### src/design/urm_pkg.sv
// Shared types and constants for the ultrasonic ranger with median filter.
// Holds register indexes, reset values and round event codes; no dependencies.
`default_nettype none

package urm_pkg;

    localparam int PADDR_W = 5;
    localparam int PDATA_W = 32;
    localparam int WIDTH_W = 17;     // echo width, can reach echo_timeout + 1
    localparam int MED_W   = 16;

    // register indexes (byte address is 4 * index)
    localparam logic [2:0] REG_TRIGGER_TICKS = 3'd0;
    localparam logic [2:0] REG_START_TIMEOUT = 3'd1;
    localparam logic [2:0] REG_ECHO_TIMEOUT  = 3'd2;
    localparam logic [2:0] REG_MIN_ROUNDS    = 3'd3;
    localparam logic [2:0] REG_MAX_ROUNDS    = 3'd4;
    localparam logic [2:0] REG_ENOUGH_COUNT  = 3'd5;

    localparam logic [9:0]  RST_TRIGGER_TICKS = 10'd10;
    localparam logic [15:0] RST_START_TIMEOUT = 16'd5000;
    localparam logic [15:0] RST_ECHO_TIMEOUT  = 16'd60000;
    localparam logic [5:0]  RST_MIN_ROUNDS    = 6'd42;
    localparam logic [7:0]  RST_MAX_ROUNDS    = 8'd100;
    localparam logic [5:0]  RST_ENOUGH_COUNT  = 6'd21;

    // round outcome codes
    localparam logic [1:0] EV_NONE      = 2'd0;
    localparam logic [1:0] EV_VALID     = 2'd1;
    localparam logic [1:0] EV_TIMEOUT   = 2'd2;
    localparam logic [1:0] EV_NOT_FIRED = 2'd3;

    typedef struct packed {
        logic [9:0]  trigger_ticks;
        logic [15:0] start_timeout;
        logic [15:0] echo_timeout;
        logic [5:0]  min_rounds;
        logic [7:0]  max_rounds;
        logic [5:0]  enough_count;
    } cfg_t;

endpackage

`default_nettype wire

### src/design/ultrasonic_ranger_median.sv
// Ultrasonic ranger: trigger/echo sequencing per tick, sorted width store, lower median.
// Depends on urm_pkg for register indexes, reset values and event codes.
//
// Each request is one tick carrying start_req and echo_level, and yields exactly one
// response with the trigger level, round outcome and, on the finishing tick, the lower
// median of the stored echo widths. A request that stores no reading and finishes no
// run goes through accept, then load of the output register. A request that stores
// a valid reading writes it straight in when the store is empty, else first shifts up
// each stored entry larger than the new width; the sorted store is a single memory
// with one read and one write port and the insertion shifts one entry per cycle. A
// finishing tick with readings adds the median read (S_MRD, S_MWT). A new request is
// taken while a response still waits in the output register. The store needs no
// clearing after reset.
`default_nettype none

module ultrasonic_ranger_median #(
    parameter int STORE_DEPTH = 64
) (
    input  wire logic                          clk,
    input  wire logic                          rst_n,
    // request channel
    input  wire logic                          in_valid,
    output logic                               in_stall,
    input  wire logic                          start_req,
    input  wire logic                          echo_level,
    // response channel
    output logic                               out_valid,
    input  wire logic                          out_stall,
    output logic                               trigger_level,
    output logic [1:0]                         round_event,
    output logic                               done_res,
    output logic                               result_valid,
    output logic [urm_pkg::MED_W-1:0]          median_width,
    output logic                               busy_res,
    // configuration
    input  wire logic                          psel,
    input  wire logic                          penable,
    input  wire logic                          pwrite,
    input  wire logic [urm_pkg::PADDR_W-1:0]   paddr,
    input  wire logic [urm_pkg::PDATA_W-1:0]   pwdata,
    output logic [urm_pkg::PDATA_W-1:0]        prdata,
    output logic                               pready
);
    import urm_pkg::*;

    localparam int AW = (STORE_DEPTH > 1) ? $clog2(STORE_DEPTH) : 1;
    localparam int CW = $clog2(STORE_DEPTH + 1);

    typedef enum logic [1:0] {
        PH_IDLE,
        PH_TRIG,
        PH_RISE,
        PH_MEAS
    } phase_t;

    typedef enum logic [2:0] {
        S_READY,
        S_INS,
        S_CMP,
        S_MRD,
        S_MWT,
        S_PUSH
    } fsm_t;

    // ---------------------------------------------------------------- config
    cfg_t cfg_reg;
    logic cfg_wr;

    assign pready = 1'b1;
    assign cfg_wr = psel && penable && pwrite && pready;

    always_ff @(posedge clk or negedge rst_n)
    begin
        if (!rst_n)
        begin
            cfg_reg.trigger_ticks <= RST_TRIGGER_TICKS;
            cfg_reg.start_timeout <= RST_START_TIMEOUT;
            cfg_reg.echo_timeout  <= RST_ECHO_TIMEOUT;
            cfg_reg.min_rounds    <= RST_MIN_ROUNDS;
            cfg_reg.max_rounds    <= RST_MAX_ROUNDS;
            cfg_reg.enough_count  <= RST_ENOUGH_COUNT;
        end
        else if (cfg_wr)
        begin
            unique case (paddr[4:2])
                REG_TRIGGER_TICKS: cfg_reg.trigger_ticks <= pwdata[9:0];
                REG_START_TIMEOUT: cfg_reg.start_timeout <= pwdata[15:0];
                REG_ECHO_TIMEOUT:  cfg_reg.echo_timeout  <= pwdata[15:0];
                REG_MIN_ROUNDS:    cfg_reg.min_rounds    <= pwdata[5:0];
                REG_MAX_ROUNDS:    cfg_reg.max_rounds    <= pwdata[7:0];
                REG_ENOUGH_COUNT:  cfg_reg.enough_count  <= pwdata[5:0];
                default: ;
            endcase
        end
    end

    always_comb
    begin
        unique case (paddr[4:2])
            REG_TRIGGER_TICKS: prdata = {22'd0, cfg_reg.trigger_ticks};
            REG_START_TIMEOUT: prdata = {16'd0, cfg_reg.start_timeout};
            REG_ECHO_TIMEOUT:  prdata = {16'd0, cfg_reg.echo_timeout};
            REG_MIN_ROUNDS:    prdata = {26'd0, cfg_reg.min_rounds};
            REG_MAX_ROUNDS:    prdata = {24'd0, cfg_reg.max_rounds};
            REG_ENOUGH_COUNT:  prdata = {26'd0, cfg_reg.enough_count};
            default:           prdata = '0;
        endcase
    end

    // ---------------------------------------------------------------- state
    fsm_t                 fsm_reg;
    phase_t               phase_reg;
    logic [WIDTH_W-1:0]   elapsed_reg;
    logic [7:0]           round_cnt_reg;
    logic [CW-1:0]        valid_cnt_reg;
    logic [AW-1:0]        cur_reg;
    logic [WIDTH_W-1:0]   width_reg;
    logic                 need_med_reg;

    logic                 res_trig_reg;
    logic [1:0]           res_ev_reg;
    logic                 res_done_reg;
    logic                 res_rv_reg;
    logic [MED_W-1:0]     res_med_reg;
    logic                 res_busy_reg;

    logic                 out_valid_reg;
    logic                 out_trig_reg;
    logic [1:0]           out_ev_reg;
    logic                 out_done_reg;
    logic                 out_rv_reg;
    logic [MED_W-1:0]     out_med_reg;
    logic                 out_busy_reg;

    // store
    logic [WIDTH_W-1:0]   mem [STORE_DEPTH];
    logic [WIDTH_W-1:0]   mem_rdata_reg;
    logic                 mem_we;
    logic [AW-1:0]        mem_waddr;
    logic [WIDTH_W-1:0]   mem_wdata;
    logic                 mem_re;
    logic [AW-1:0]        mem_raddr;

    logic                 in_accept;
    logic                 out_take;

    assign in_stall  = (fsm_reg != S_READY);
    assign in_accept = in_valid && !in_stall;
    assign out_take  = out_valid_reg && !out_stall;

    // ---------------------------------------------------------------- per tick
    phase_t               phase_next;
    logic [WIDTH_W-1:0]   elapsed_inc;
    logic [WIDTH_W-1:0]   elapsed_next;
    logic [7:0]           round_next;
    logic [CW-1:0]        valid_next;
    logic [8:0]           rounds;
    logic [1:0]           ev_c;
    logic                 trig_c;
    logic                 busy_c;
    logic                 done_c;
    logic                 start_c;
    logic                 ins_c;

    always_comb
    begin
        phase_next   = phase_reg;
        elapsed_inc  = elapsed_reg + WIDTH_W'(1);
        elapsed_next = elapsed_reg;
        ev_c         = EV_NONE;
        trig_c       = 1'b0;
        busy_c       = 1'b0;
        done_c       = 1'b0;
        start_c      = 1'b0;

        unique case (phase_reg)
            PH_IDLE:
            begin
                if (start_req)
                begin
                    start_c      = 1'b1;
                    busy_c       = 1'b1;
                    elapsed_next = '0;
                    phase_next   = PH_TRIG;
                end
            end
            PH_TRIG:
            begin
                trig_c       = 1'b1;
                busy_c       = 1'b1;
                elapsed_next = elapsed_inc;
                if (elapsed_inc > WIDTH_W'(cfg_reg.trigger_ticks))
                begin
                    phase_next   = PH_RISE;
                    elapsed_next = '0;
                end
            end
            PH_RISE:
            begin
                busy_c       = 1'b1;
                elapsed_next = elapsed_inc;
                if (echo_level)
                begin
                    phase_next   = PH_MEAS;
                    elapsed_next = '0;
                end
                else if (elapsed_inc > WIDTH_W'(cfg_reg.start_timeout))
                begin
                    ev_c = EV_NOT_FIRED;
                end
            end
            PH_MEAS:
            begin
                busy_c       = 1'b1;
                elapsed_next = elapsed_inc;
                if (!echo_level)
                begin
                    ev_c = EV_VALID;
                end
                else if (elapsed_inc > WIDTH_W'(cfg_reg.echo_timeout))
                begin
                    ev_c = EV_TIMEOUT;
                end
            end
            default: ;
        endcase

        // drop readings once the store is full
        ins_c      = (ev_c == EV_VALID) && (32'(valid_cnt_reg) < 32'(STORE_DEPTH));
        valid_next = start_c ? '0 : valid_cnt_reg + CW'(ins_c);
        round_next = start_c ? 8'd0 : round_cnt_reg;
        rounds     = {1'b0, round_cnt_reg} + 9'd1;

        if (ev_c != EV_NONE)
        begin
            elapsed_next = '0;
            round_next   = rounds[7:0];
            if ((rounds > {1'b0, cfg_reg.max_rounds}) ||
                ((rounds > {3'b0, cfg_reg.min_rounds}) &&
                 (32'(valid_next) > 32'(cfg_reg.enough_count))))
            begin
                done_c     = 1'b1;
                busy_c     = 1'b0;
                phase_next = PH_IDLE;
            end
            else
            begin
                phase_next = PH_TRIG;
            end
        end
    end

    // lower median sits at rank (count+1)/2
    logic [CW:0]   med_rank;
    logic [AW-1:0] med_addr;

    always_comb
    begin
        med_rank = ((CW + 1)'(valid_cnt_reg) + (CW + 1)'(1)) >> 1;
        med_addr = AW'(med_rank - (CW + 1)'(1));
    end

    // ---------------------------------------------------------------- store port control
    logic shift_c;

    assign shift_c = (mem_rdata_reg > width_reg);

    always_comb
    begin
        mem_we    = 1'b0;
        mem_waddr = cur_reg;
        mem_wdata = width_reg;
        mem_re    = 1'b0;
        mem_raddr = cur_reg - AW'(1);
        case (fsm_reg)
            S_INS:
            begin
                if (cur_reg == '0)
                begin
                    mem_we = 1'b1;
                end
                else
                begin
                    mem_re = 1'b1;
                end
            end
            S_CMP:
            begin
                mem_we = 1'b1;
                if (shift_c)
                begin
                    // move the larger entry up, fetch the next one below
                    mem_wdata = mem_rdata_reg;
                    mem_raddr = cur_reg - AW'(2);
                    mem_re    = (cur_reg != AW'(1));
                end
            end
            S_MRD:
            begin
                mem_re    = 1'b1;
                mem_raddr = med_addr;
            end
            default: ;
        endcase
    end

    always_ff @(posedge clk)
    begin
        if (mem_we)
        begin
            mem[mem_waddr] <= mem_wdata;
        end
        if (mem_re)
        begin
            mem_rdata_reg <= mem[mem_raddr];
        end
    end

    // ---------------------------------------------------------------- sequencer
    always_ff @(posedge clk or negedge rst_n)
    begin
        if (!rst_n)
        begin
            fsm_reg       <= S_READY;
            phase_reg     <= PH_IDLE;
            elapsed_reg   <= '0;
            round_cnt_reg <= '0;
            valid_cnt_reg <= '0;
            need_med_reg  <= 1'b0;
            out_valid_reg <= 1'b0;
        end
        else
        begin
            // a push in the same cycle reloads the register instead
            if (out_take && (fsm_reg != S_PUSH))
            begin
                out_valid_reg <= 1'b0;
            end

            unique case (fsm_reg)
                S_READY:
                begin
                    if (in_accept)
                    begin
                        phase_reg     <= phase_next;
                        elapsed_reg   <= elapsed_next;
                        round_cnt_reg <= round_next;
                        valid_cnt_reg <= valid_next;
                        cur_reg       <= AW'(valid_cnt_reg);
                        width_reg     <= elapsed_inc;
                        need_med_reg  <= done_c && (valid_next != '0);
                        res_trig_reg  <= trig_c;
                        res_ev_reg    <= ev_c;
                        res_done_reg  <= done_c;
                        res_rv_reg    <= 1'b0;
                        res_med_reg   <= '0;
                        res_busy_reg  <= busy_c;
                        if (ins_c)
                        begin
                            fsm_reg <= S_INS;
                        end
                        else if (done_c && (valid_next != '0))
                        begin
                            fsm_reg <= S_MRD;
                        end
                        else
                        begin
                            fsm_reg <= S_PUSH;
                        end
                    end
                end
                S_INS:
                begin
                    if (cur_reg == '0)
                    begin
                        fsm_reg <= need_med_reg ? S_MRD : S_PUSH;
                    end
                    else
                    begin
                        fsm_reg <= S_CMP;
                    end
                end
                S_CMP:
                begin
                    if (shift_c)
                    begin
                        cur_reg <= cur_reg - AW'(1);
                        if (cur_reg == AW'(1))
                        begin
                            fsm_reg <= S_INS;
                        end
                    end
                    else
                    begin
                        fsm_reg <= need_med_reg ? S_MRD : S_PUSH;
                    end
                end
                S_MRD:
                begin
                    fsm_reg <= S_MWT;
                end
                S_MWT:
                begin
                    res_rv_reg  <= 1'b1;
                    res_med_reg <= mem_rdata_reg[WIDTH_W-1] ? '1 : mem_rdata_reg[MED_W-1:0];
                    fsm_reg     <= S_PUSH;
                end
                S_PUSH:
                begin
                    if (!out_valid_reg || !out_stall)
                    begin
                        out_valid_reg <= 1'b1;
                        out_trig_reg  <= res_trig_reg;
                        out_ev_reg    <= res_ev_reg;
                        out_done_reg  <= res_done_reg;
                        out_rv_reg    <= res_rv_reg;
                        out_med_reg   <= res_med_reg;
                        out_busy_reg  <= res_busy_reg;
                        fsm_reg       <= S_READY;
                    end
                end
                default:
                begin
                    fsm_reg <= S_READY;
                end
            endcase
        end
    end

    assign out_valid     = out_valid_reg;
    assign trigger_level = out_trig_reg;
    assign round_event   = out_ev_reg;
    assign done_res      = out_done_reg;
    assign result_valid  = out_rv_reg;
    assign median_width  = out_med_reg;
    assign busy_res      = out_busy_reg;

    // ---------------------------------------------------------------- checks
    a_count_bound: assert property (@(posedge clk) disable iff (!rst_n)
        32'(valid_cnt_reg) <= 32'(STORE_DEPTH))
        else $error("stored reading count beyond store depth");

    a_port_clash: assert property (@(posedge clk) disable iff (!rst_n)
        (mem_we && mem_re) |-> (mem_waddr != mem_raddr))
        else $error("store read and write hit the same entry");

    a_start_clears: assert property (@(posedge clk) disable iff (!rst_n)
        (in_accept && (phase_reg == PH_IDLE) && start_req) |=>
        ((valid_cnt_reg == '0) && (round_cnt_reg == 8'd0) && (phase_reg == PH_TRIG)))
        else $error("run start did not clear counters");

    a_done_idle: assert property (@(posedge clk) disable iff (!rst_n)
        (out_valid && done_res) |-> (!busy_res && (round_event != EV_NONE)))
        else $error("finish response without a round outcome or still busy");

endmodule

`default_nettype wire
### config.mk
export PLATFORM = sky130hd
export DESIGN_NAME = ultrasonic_ranger_median
export DESIGN_NICKNAME = d
export VERILOG_FILES = /design/src/design/urm_pkg.sv /design/src/design/ultrasonic_ranger_median.sv
export SDC_FILE = /design/constraint.sdc
export NUM_CORES = 1
export LEC_CHECK = 0
export BUFFER_PORTS_ARGS = -buffer_cell sky130_fd_sc_hd__buf_2
export CORE_MARGIN = 2
export CORE_UTILIZATION = 39
export DETAILED_ROUTE_END_ITERATION = 10
export SKIP_LAST_GASP = 1
export SLEW_MARGIN = 40
export SYNTH_ARGS = -nofsm -noshare
export SYNTH_HDL_FRONTEND = slang
export SYNTH_SLANG_ARGS = --single-unit
export TNS_END_PERCENT = 50
### constraint.sdc
create_clock -name clk -period 6.1 [get_ports clk]
set_clock_uncertainty 0.15 [all_clocks]
set_input_delay 0.305 -clock clk [delete_from_list [all_inputs] [get_ports clk]]
set_output_delay 0.305 -clock clk [all_outputs]
set_load 0.005 [all_outputs]
==> impl_metrics.py <==
metrics = {
    "outcome": {
        "outcome": "complete, no violations",
    },
    "yosys": {
        "yosysSeqAreaShare_pct": 70.5,
        "synth_edf_count": 1172,
        "synthDominantCellAreaShare_pct": 65.7,
        "synth_area_leaders": "edfxtp_1 66%, mux2i_1 4.2%, nand2_1 3.7%",
        "syn_avg_cell_area_um2": 14.0,
        "synth-seq-cells": 1273,
        "async_reset_ff_share_pct": 7.93,
        "syn-instance-count": 3830,
        "synth.distinct_cells": 91,
        "yosys.area.top_type": "edfxtp_1",
        "synthFlopType": "edfxtp_1",
        "synth_warnings": 0,
        "syn_area_um2": 53600,
    },
    "placement": {
        "post_dp_cell_area_um2": 56600,
        "place_congestion": 0.893,
        "port-buffer-count": 67,
        "dp_hpwl_mm": 86.4,
    },
    "sta": {
        "max_slew_margin_pct": 42.1,
        "worstMarginPinSlew_ns": 0.866,
        "max_freq_mhz": 172,
        "drv_slew": 0,
        "finalCritPeriodShare_pct": 95.3,
        "setup_viol": 0,
        "min_period_ns": 5.82,
        "hold_violations": 0,
        "setup_tns_ns": 0,
    },
    "critical_path": {
        "crit_top_cell": "ha_1",
        "cp_num_buf_inv": 1,
        "path_delay_family": "compound AO/OA/AOI/OAI gates",
        "timing.rr.end": "phase_reg[0]$_DFFE_PN0P_",
        "slowest_stage": "dfrtp_1",
        "r2r_cells": 27,
        "critPathKind": "flop to flop",
        "cp-start-kind": "flop",
        "r2r_slack_ns": 0.28,
        "endpoint_kind": "flop",
        "max_stage_delay_ns": 0.42,
        "path_max_fanout": 4,
        "rr_startpoint": "elapsed_reg[0]$_DFFE_PN0P_",
        "worstPathRequired_ns": 6.60,
        "arrival_ns": 6.32,
    },
    "layout": {
        "syn_to_final_growth_pct": 14.8,
        "nets": 4141,
        "final_area_um2": 61500,
        "fill_cells": 11994,
        "layout-drive-gt1-share_pct": 13.8,
        "layout_commonest_cell": "edfxtp_1",
        "largest_register_ffs": 1088,
        "layout_common_cells": "1172 x edfxtp_1, 532 x nand2_1, 224 x nand3_1, 224 x mux2i_1, 164 x buf_4",
    },
    "pwr": {
        "clock_power_share_pct": 29.7,
        "p_int_mw": 18.2,
        "p_switching_mw": 10.1,
        "p_leak_nw": 22.1,
        "power_frac_seq_pct": 37.8,
        "pwr-share-comb_pct": 32.5,
        "power.density_nw_per_um2": 461,
        "irDropWorstVdd_mv": 0.368,
        "swShare_pct": 35.8,
    },
    "die": {
        "dieArea_um2": 140000,
        "dieWidth_um": 375,
        "rows": 135,
        "ios": 103,
        "fp.dieH_um": 375,
        "core_um2": 136000,
        "start_util_pct": 39.4,
    },
    "detailed_routing": {
        "dr_total_vias": 33243,
        "drc": 0,
        "vias_per_cell": 5.64,
        "drt-initial-drc-count": 3363,
        "drtAntennaViolNets": 0,
        "dr.pass1.iters": 6,
        "wire_per_inst_um": 24.2,
        "wl_mm": 143,
    },
    "clocking": {
        "cts_tree": "built",
        "root_buffer": "clkbuf_16",
        "cts_sinks": 1273,
        "clkTransAtPathRegs_ns": 0.06,
        "clk_latency_ns": 0.77,
        "numCtsBuffers": 136,
        "clockBufferDepth": 3,
        "cts_max_level": 4,
    },
    "min_path": {
        "hold_path_class": "input pin to asynchronous set/reset pin",
    },
    "global_route": {
        "grt_pass1_vias": 31389,
        "grt_max_degree": 152,
        "antenna_found_initial": 2,
        "grt_first_pass_wirelength_mm": 209,
        "grt_overflow_total": 0,
        "grt_usage_pct": 19.9,
    },
    "flow_run": {
        "cap_violations": 0,
    },
}
-- Yosys cell counts, drive strengths merged, types with 54 or more instances --
| library cell | count |
|---|---|
| o21ai | 90 |
| dfrtp | 78 |
| nand4 | 75 |
| a31oi | 61 |
| a21oi | 84 |
| mux2i | 224 |
| a32oi | 81 |
| inv | 104 |
| a311oi | 54 |
| buf | 118 |
| and3 | 112 |
| edfxtp | 1172 |
| nand2 | 533 |
| nand3 | 227 |
| ha | 98 |
| nor2 | 124 |
| clkbuf | 135 |
-- worst max path at each step --
stage / start / endpoint / depth (start not counted)
CTS: elapsed_reg[1]$_DFFE_PN0P_ / fsm_reg[2]$_DFFE_PN0P_ / 27
global placement: elapsed_reg[7]$_DFFE_PN0P_ / fsm_reg[2]$_DFFE_PN0P_ / 26
finish: elapsed_reg[0]$_DFFE_PN0P_ / phase_reg[0]$_DFFE_PN0P_ / 27
floorplan: mem_rdata_reg[4]$_DFFE_PP_ / mem[0][0]$_DFFE_PP_ / 9
global route: elapsed_reg[0]$_DFFE_PN0P_ / fsm_reg[2]$_DFFE_PN0P_ / 27
detailed placement: elapsed_reg[7]$_DFFE_PN0P_ / need_med_reg$_DFFE_PN0P_ / 26
-- layer usage --
| layer | GRT usage, % | vias to the layer above | wire [µm] |
|---|---|---|---|
| li1 | - | 15040 | - |
| met1 | 27.9 | 16698 | 61000 |
| met3 | 3.48 | 223 | 10600 |
| met2 | 31.1 | 1282 | 66100 |
| met5 | 0 | - | 0 |
| met4 | 7.50 | 0 | 4910 |
-- final cells by class --
cell class,count,area [µm²],share of cell area [%]
Timing Repair Buffer,267,2040,3.31
Inverter,104,390,0.635
Tap cell,1781,2230,3.62
Antenna cell,2,5.00,0.00814
Clock inverter,76,883,1.44
Clock buffer,172,3670,5.98
Multi-Input combinational cell,2215,14500,23.6
Sequential cell,1273,37800,61.4
-- through the flow --
step	power [mW]	utilization, %	worst slack (ns)	std cells	hold WS, ns
floorplan	16.4	-	0.647	3845	-0.141
global placement	19.8	41.6	0.189	5610	0.209
detailed placement	20.0	41.7	0.113	5611	0.219
CTS	28.4	45.2	0.0665	5884	0.0659
global route	29.5	45.3	-0.0438	5888	0.109
finish	28.3	45.3	0.284	5890	0.116
-- repair_timing --
item / 4_1_cts / 5_1_grt
setup endpoints to repair: 0 / 6
resized for setup: 0 / 11
endpoints found under the hold margin: 134 / 0
hold buffers: 25 / 0
setup buffers: 0 / 4
-- cell families after synthesis --
family	Yosys count	share of synthesized area, %
AOI/OAI and AO/OA	613	8.28
xor gates and xnor gates	30	0.505
adders and majority gates	98	2.29
buffers and inverters	357	2.86
DFF	1273	70.5
muxes	258	4.94
other	2	0.0140
and+or+nand+nor	1199	10.6
-- power by group through the flow --
stage / sequential, mW / combinational (mW) / clock [mW]
global route: 10.7 / 9.88 / 8.86
detailed placement: 10.9 / 9.10 / 0
floorplan: 10.7 / 5.67 / 0
finish: 10.7 / 9.22 / 8.41
CTS: 10.7 / 9.16 / 8.53
global placement: 10.9 / 8.96 / 0
(Power assumes the default switching activity.)
